$ cat src/hw/rtl/rvvt_pkg.sv
`timescale 1ns / 1ps

package rvvt_pkg;

  // Request kinds carried on the slave-side tuser.
  localparam logic [1:0] REQ_APPEND = 2'd0;
  localparam logic [1:0] REQ_DELETE = 2'd1;
  localparam logic [1:0] REQ_CHECK  = 2'd2;
  localparam logic [1:0] REQ_COUNT  = 2'd3;

  // Result status codes carried on the master-side tuser.
  localparam logic [1:0] ST_OK       = 2'd0;
  localparam logic [1:0] ST_DUP_DEL  = 2'd1;
  localparam logic [1:0] ST_RANGE    = 2'd2;
  localparam logic [1:0] ST_LIST_FULL = 2'd3;

  // Field widths of one request and one result.
  localparam int REQ_W   = 2;
  localparam int ROW_W   = 16;
  localparam int STAMP_W = 64;
  localparam int TOTAL_W = 14;
  localparam int STS_W   = 2;
  localparam int IN_DATA_W  = 96;
  localparam int OUT_DATA_W = 80;

  // Commands from the controller to the datapath.
  typedef struct packed {
    logic clear_step;
    logic load;
    logic exec;
    logic resolve;
    logic probe_rd;
    logic probe_upd;
    logic rows_rd;
    logic rows_cap;
    logic out_load;
  } cmd_t;

  // Status from the datapath back to the controller.
  typedef struct packed {
    logic             clear_done;
    logic [REQ_W-1:0] req_type;
    logic             len_zero;
    logic             first_zero;
    logic             out_free;
  } sts_t;

endpackage

$ cat src/hw/rtl/rvvt_ctrl.sv
`timescale 1ns / 1ps

module rvvt_ctrl (
  input  logic          clk,
  input  logic          rst,
  input  logic          s_tvalid,
  output logic          ready,
  input  rvvt_pkg::sts_t sts,
  output rvvt_pkg::cmd_t cmd
);
  import rvvt_pkg::*;

  typedef enum logic [7:0] {
    S_CLEAR     = 8'b0000_0001,
    S_IDLE      = 8'b0000_0010,
    S_EXEC      = 8'b0000_0100,
    S_RD_WAIT   = 8'b0000_1000,
    S_SEARCH    = 8'b0001_0000,
    S_PROBE     = 8'b0010_0000,
    S_ROWS_WAIT = 8'b0100_0000,
    S_FINISH    = 8'b1000_0000
  } state_t;

  state_t state;
  state_t state_next;

  // State register; reset starts the clearing pass over the delete store.
  always_ff @(posedge clk) begin
    if (rst) begin
      state <= S_CLEAR;
    end else begin
      state <= state_next;
    end
  end

  // Next state and command decode.
  always_comb begin
    state_next = state;
    cmd        = '0;
    ready      = 1'b0;
    unique case (state)
      S_CLEAR: begin
        cmd.clear_step = 1'b1;
        if (sts.clear_done) begin
          state_next = S_IDLE;
        end
      end
      S_IDLE: begin
        ready = 1'b1;
        if (s_tvalid) begin
          cmd.load   = 1'b1;
          state_next = S_EXEC;
        end
      end
      S_EXEC: begin
        cmd.exec = 1'b1;
        case (sts.req_type) inside
          REQ_DELETE, REQ_CHECK: state_next = S_RD_WAIT;
          REQ_COUNT:             state_next = S_SEARCH;
          default:               state_next = S_FINISH;
        endcase
      end
      S_RD_WAIT: begin
        cmd.resolve = 1'b1;
        state_next  = S_FINISH;
      end
      S_SEARCH: begin
        if (sts.len_zero) begin
          if (sts.first_zero) begin
            state_next = S_FINISH;
          end else begin
            cmd.rows_rd = 1'b1;
            state_next  = S_ROWS_WAIT;
          end
        end else begin
          cmd.probe_rd = 1'b1;
          state_next   = S_PROBE;
        end
      end
      S_PROBE: begin
        cmd.probe_upd = 1'b1;
        state_next    = S_SEARCH;
      end
      S_ROWS_WAIT: begin
        cmd.rows_cap = 1'b1;
        state_next   = S_FINISH;
      end
      S_FINISH: begin
        if (sts.out_free) begin
          cmd.out_load = 1'b1;
          state_next   = S_IDLE;
        end
      end
      default: begin
        state_next = S_CLEAR;
      end
    endcase
  end

endmodule

$ cat config.mk
export PLATFORM = sky130hd
export DESIGN_NAME = rvvt_ctrl
export DESIGN_NICKNAME = d
export VERILOG_FILES = /design/src/hw/rtl/rvvt_pkg.sv /design/src/hw/rtl/rvvt_ctrl.sv
export SDC_FILE = /design/constraint.sdc
export NUM_CORES = 1
export LEC_CHECK = 0
export ABC_AREA = 1
export BUFFER_PORTS_ARGS = -buffer_cell sky130_fd_sc_hd__buf_4
export CAP_MARGIN = 20
export CORE_AREA = 2 2 39 41
export DETAILED_ROUTE_END_ITERATION = 16
export DIE_AREA = 0 0 41 43
export PLACE_DENSITY = 0.74
export SETUP_SLACK_MARGIN = 0.3
export SYNTH_ARGS = -nofsm -noshare
export SYNTH_HDL_FRONTEND = slang
export SYNTH_SLANG_ARGS = --single-unit
$ cat constraint.sdc
create_clock -name clk -period 2.76 [get_ports clk]
set_clock_uncertainty 0.15 [all_clocks]
set_input_delay 0.138 -clock clk [delete_from_list [all_inputs] [get_ports clk]]
set_output_delay 0.138 -clock clk [all_outputs]
set_load 0.05 [all_outputs]
==> impl_results.html <==
<table>
<tr><th>Metric</th><th>Value</th></tr>
<tr><th colspan="2">Clocking</th></tr>
<tr><td>TritonCTS clock tree</td><td>built</td></tr>
<tr><td>Worst skew pair latency</td><td>0.26 ns</td></tr>
<tr><td># H-tree levels</td><td>1</td></tr>
<tr><td>Post-CTS Setup Inserts</td><td>0</td></tr>
<tr><td>Cell chosen for the clock root</td><td>clkbuf_4</td></tr>
<tr><td>Clock sink total</td><td>8</td></tr>
<tr><td>Post_cts resized</td><td>0</td></tr>
<tr><td>Largest buffer count on any clock path</td><td>2</td></tr>
<tr><td>CTS hold repair buffers</td><td>6</td></tr>
<tr><td>Clock-pin transition on the worst setup and hold timing paths</td><td>0.06 ns</td></tr>
<tr><td>Number of buffers added by the clock tree synthesis step</td><td>3</td></tr>
<tr><th colspan="2">Yosys</th></tr>
<tr><td>Number of cells produced by synthesis</td><td>99</td></tr>
<tr><td>Fraction of post-synthesis cell area in the top cell type by area</td><td>25.5%</td></tr>
<tr><td>Number of distinct library cells after synthesis</td><td>17</td></tr>
<tr><td>Largest cells by area after synthesis</td><td>dfxtp_1, nand2_1, inv_1</td></tr>
<tr><td>Syn Std Cell Area</td><td>628 um^2</td></tr>
<tr><td>Mean cell area of the mapped netlist</td><td>6.34 um^2</td></tr>
<tr><td>Area leader, netlist</td><td>dfxtp_1</td></tr>
<tr><td>Post-synthesis net count</td><td>110</td></tr>
<tr><td>Sequential fraction of the synthesis area</td><td>25.5%</td></tr>
<tr><td>Synth warnings</td><td>0</td></tr>
<tr><td>Number of synthesized register bits</td><td>8</td></tr>
<tr><th colspan="2">Floorplanning</th></tr>
<tr><td>Die height</td><td>43 um</td></tr>
<tr><td>Horizontal extent of the die</td><td>41 um</td></tr>
<tr><td>Boundary Pins</td><td>19</td></tr>
<tr><td>Initial Util</td><td>45.4%</td></tr>
<tr><td>FP Rows</td><td>14</td></tr>
<tr><td>Core outline area</td><td>0.00138 mm^2</td></tr>
<tr><td>Die Outline Area</td><td>0.00176 mm^2</td></tr>
<tr><th colspan="2">Drt</th></tr>
<tr><td>Post-Route WL</td><td>1450 um</td></tr>
<tr><td>Number of DRC markers after the initial detailed-route iteration</td><td>23</td></tr>
<tr><td>Drc violations</td><td>0</td></tr>
<tr><td>Detailed-route vias per instance</td><td>4.75</td></tr>
<tr><td>Routed length on met3</td><td>78 um</td></tr>
<tr><td>Routed wire length on met2</td><td>704 um</td></tr>
<tr><td>Sum of routed wire segments on met1</td><td>625 um</td></tr>
<tr><td>Overall via count from detail_route</td><td>675</td></tr>
<tr><td>DRT antenna net count</td><td>0</td></tr>
<tr><td>Post-DR wirelength/cell</td><td>10.2 um</td></tr>
<tr><td>Number of iterations in the first detailed-routing pass</td><td>4</td></tr>
<tr><td>Highest signal layer in the routed design</td><td>met4</td></tr>
<tr><th colspan="2">Run status</th></tr>
<tr><td>Result of the run</td><td>finished, final reports clean</td></tr>
<tr><th colspan="2">Global routing</th></tr>
<tr><td>Initial antenna violation count</td><td>0</td></tr>
<tr><td>Wire length of the first global-routing pass</td><td>2460 um</td></tr>
<tr><td>Residual overflow from global routing</td><td>0</td></tr>
<tr><td>Maximum number of pins on one net before global-route repair</td><td>7</td></tr>
<tr><td>Vias in the first global route</td><td>610</td></tr>
<tr><td>Combined global-route utilization of all metal layers</td><td>20.6%</td></tr>
<tr><th colspan="2">Layout</th></tr>
<tr><td>Post-layout instance area</td><td>866 um^2</td></tr>
<tr><td>Number of diodes</td><td>0</td></tr>
<tr><td>Post-synthesis to final-layout area growth</td><td>37.8%</td></tr>
<tr><td>Ratio of cells with drive above 1 in the final layout</td><td>33.3%</td></tr>
<tr><td>Commonest non-fill, non-tap cell in the layout</td><td>nand2_1</td></tr>
<tr><td>Area occupied by registers</td><td>160 um^2</td></tr>
<tr><td>Final cell count without fillers</td><td>142</td></tr>
<tr><td>Number of flip-flops under the largest register name</td><td>8</td></tr>
<tr><td>Layout fillers</td><td>127</td></tr>
<tr><td>Top Registers</td><td>state (8)</td></tr>
<tr><td>Layout net count</td><td>139</td></tr>
<tr><td>Largest register by flop count</td><td>state</td></tr>
<tr><td>Final Util</td><td>62.6%</td></tr>
<tr><td>Area of combinational cells with multiple inputs</td><td>380 um^2</td></tr>
<tr><td>Highest-count cells in the layout ignoring fill and taps</td><td>nand2_1, inv_1, buf_4</td></tr>
<tr><th colspan="2">Worst setup path</th></tr>
<tr><td>Sort of element at the end of the critical path</td><td>register</td></tr>
<tr><td>Setup CP Type</td><td>register to register</td></tr>
<tr><td>Category of the worst setup path launch point</td><td>register</td></tr>
<tr><td>Data required time of the worst path</td><td>2.82 ns</td></tr>
<tr><td>Worst-path fanout max</td><td>5</td></tr>
<tr><td>Worst path arrival time</td><td>1.76 ns</td></tr>
<tr><th colspan="2">Placement</th></tr>
<tr><td># port buffers</td><td>18</td></tr>
<tr><td>Standard cell area after detailed placement</td><td>783 um^2</td></tr>
<tr><td>Detailed placement HPWL</td><td>1120 um</td></tr>
<tr><td>Final RePlAce weighted congestion</td><td>0.761</td></tr>
<tr><td>Cell Count Post-Placement</td><td>133</td></tr>
<tr><th colspan="2">STA</th></tr>
<tr><td>RSZ-0062 raised after global routing</td><td>false</td></tr>
<tr><td>Post-route fraction of the period consumed by the critical path</td><td>61.6%</td></tr>
<tr><td>Highest clock frequency the design can meet</td><td>588 MHz</td></tr>
<tr><td>Clock period minus worst slack</td><td>1.70 ns</td></tr>
<tr><td>Sum Neg Setup Slack</td><td>0 ns</td></tr>
<tr><td>Endpoints failing hold</td><td>0</td></tr>
<tr><td>Max-slew violation total from the final report</td><td>0</td></tr>
<tr><td>Normalized max-slew margin</td><td>87.1%</td></tr>
<tr><td>Worst-margin pin slew</td><td>0.192 ns</td></tr>
<tr><td>Setup violation total in the final timing report</td><td>0</td></tr>
<tr><th colspan="2">Power and ir drop</th></tr>
<tr><td>Worst-case vdd ir drop</td><td>0.000204 V</td></tr>
<tr><td>Total power after layout</td><td>340 uW</td></tr>
<tr><td>Leakage component of the power</td><td>0.480 nW</td></tr>
<tr><td>Power density over the cells</td><td>393 mW/mm^2</td></tr>
<tr><th colspan="2">Hold path</th></tr>
<tr><td>Class of the most critical hold timing path</td><td>input port to register</td></tr>
<tr><th colspan="2">Run</th></tr>
<tr><td>Max Cap Viol</td><td>0</td></tr>
</table>
critical path, stage by stage (launching register included):
cell and delay, ns:
dfxtp_1 0.35, nor2_4 0.18, nand2_4 0.08, inv_4 0.07
nand2_2 0.08, nor3_1 0.17, dlygate4sd3_1 0.57
layout make-up:
| cell class | instances | area share, % |
|---|---|---|
| flip-flops and latches | 8 | 18.5 |
| inverters | 22 | 10.1 |
| well taps | 16 | 2.31 |
| repair buffers | 24 | 22.5 |
| multi-input cells | 69 | 43.9 |
| clock buffers | 3 | 2.60 |
stage by stage:
step / hold slack, ns / setup WS [ns]
2_1_floorplan: 0.0504 / 0.724
3_3_place_gp: 0.176 / 1.40
3_5_place_dp: 0.178 / 1.37
4_1_cts: 0.0421 / 1.08
5_1_grt: 0.0759 / 0.975
6_report: 0.0446 / 1.06
metal layers:
metal | GRT usage [%] | up-vias
li1 | - | 353
met1 | 26.5 | 292
met2 | 31.9 | 24
met3 | 3.14 | 6
met4 | 10.0 | 0
met5 | 0 | -
synthesized netlist by cell type:
master and number:
nand2_1 22, inv_1 19, nor2_1 14, dfxtp_1 8, nor2_2 7, nand3_1 5, nand2_2 3, nand2_4 3
nand4_1 3, nor2_4 3, nor3_1 3, ha_1 2, inv_4 2, o21ai_1 2, a21oi_2 1, inv_2 1
nor4_2 1
cell families after synthesis:
logic type | after synthesis | synth area share [%]
buf+inv | 22 | 13.9
fa+ha+maj | 2 | 3.98
compound gates | 3 | 2.99
flops | 8 | 25.5
simple gates | 64 | 53.6
final timing paths:
kind                 start        to  slack, ns  depth (start not counted)
setup / recovery  state[2]  state[5]       1.06                          6
hold / removal      sts[5]  state[0]       0.04                          4
setup reg to reg  state[2]  state[5]       1.06                          6
hold reg to reg   state[1]  state[2]       0.50                          4
power by group:
group          leakage (nW)  total, mW  internal (mW)  switching (mW)
Sequential           0.0650      0.130          0.122         0.00804
Combinational         0.401      0.115         0.0414          0.0740
Clock                0.0138     0.0945         0.0501          0.0444
(Power assumes the default switching activity.)
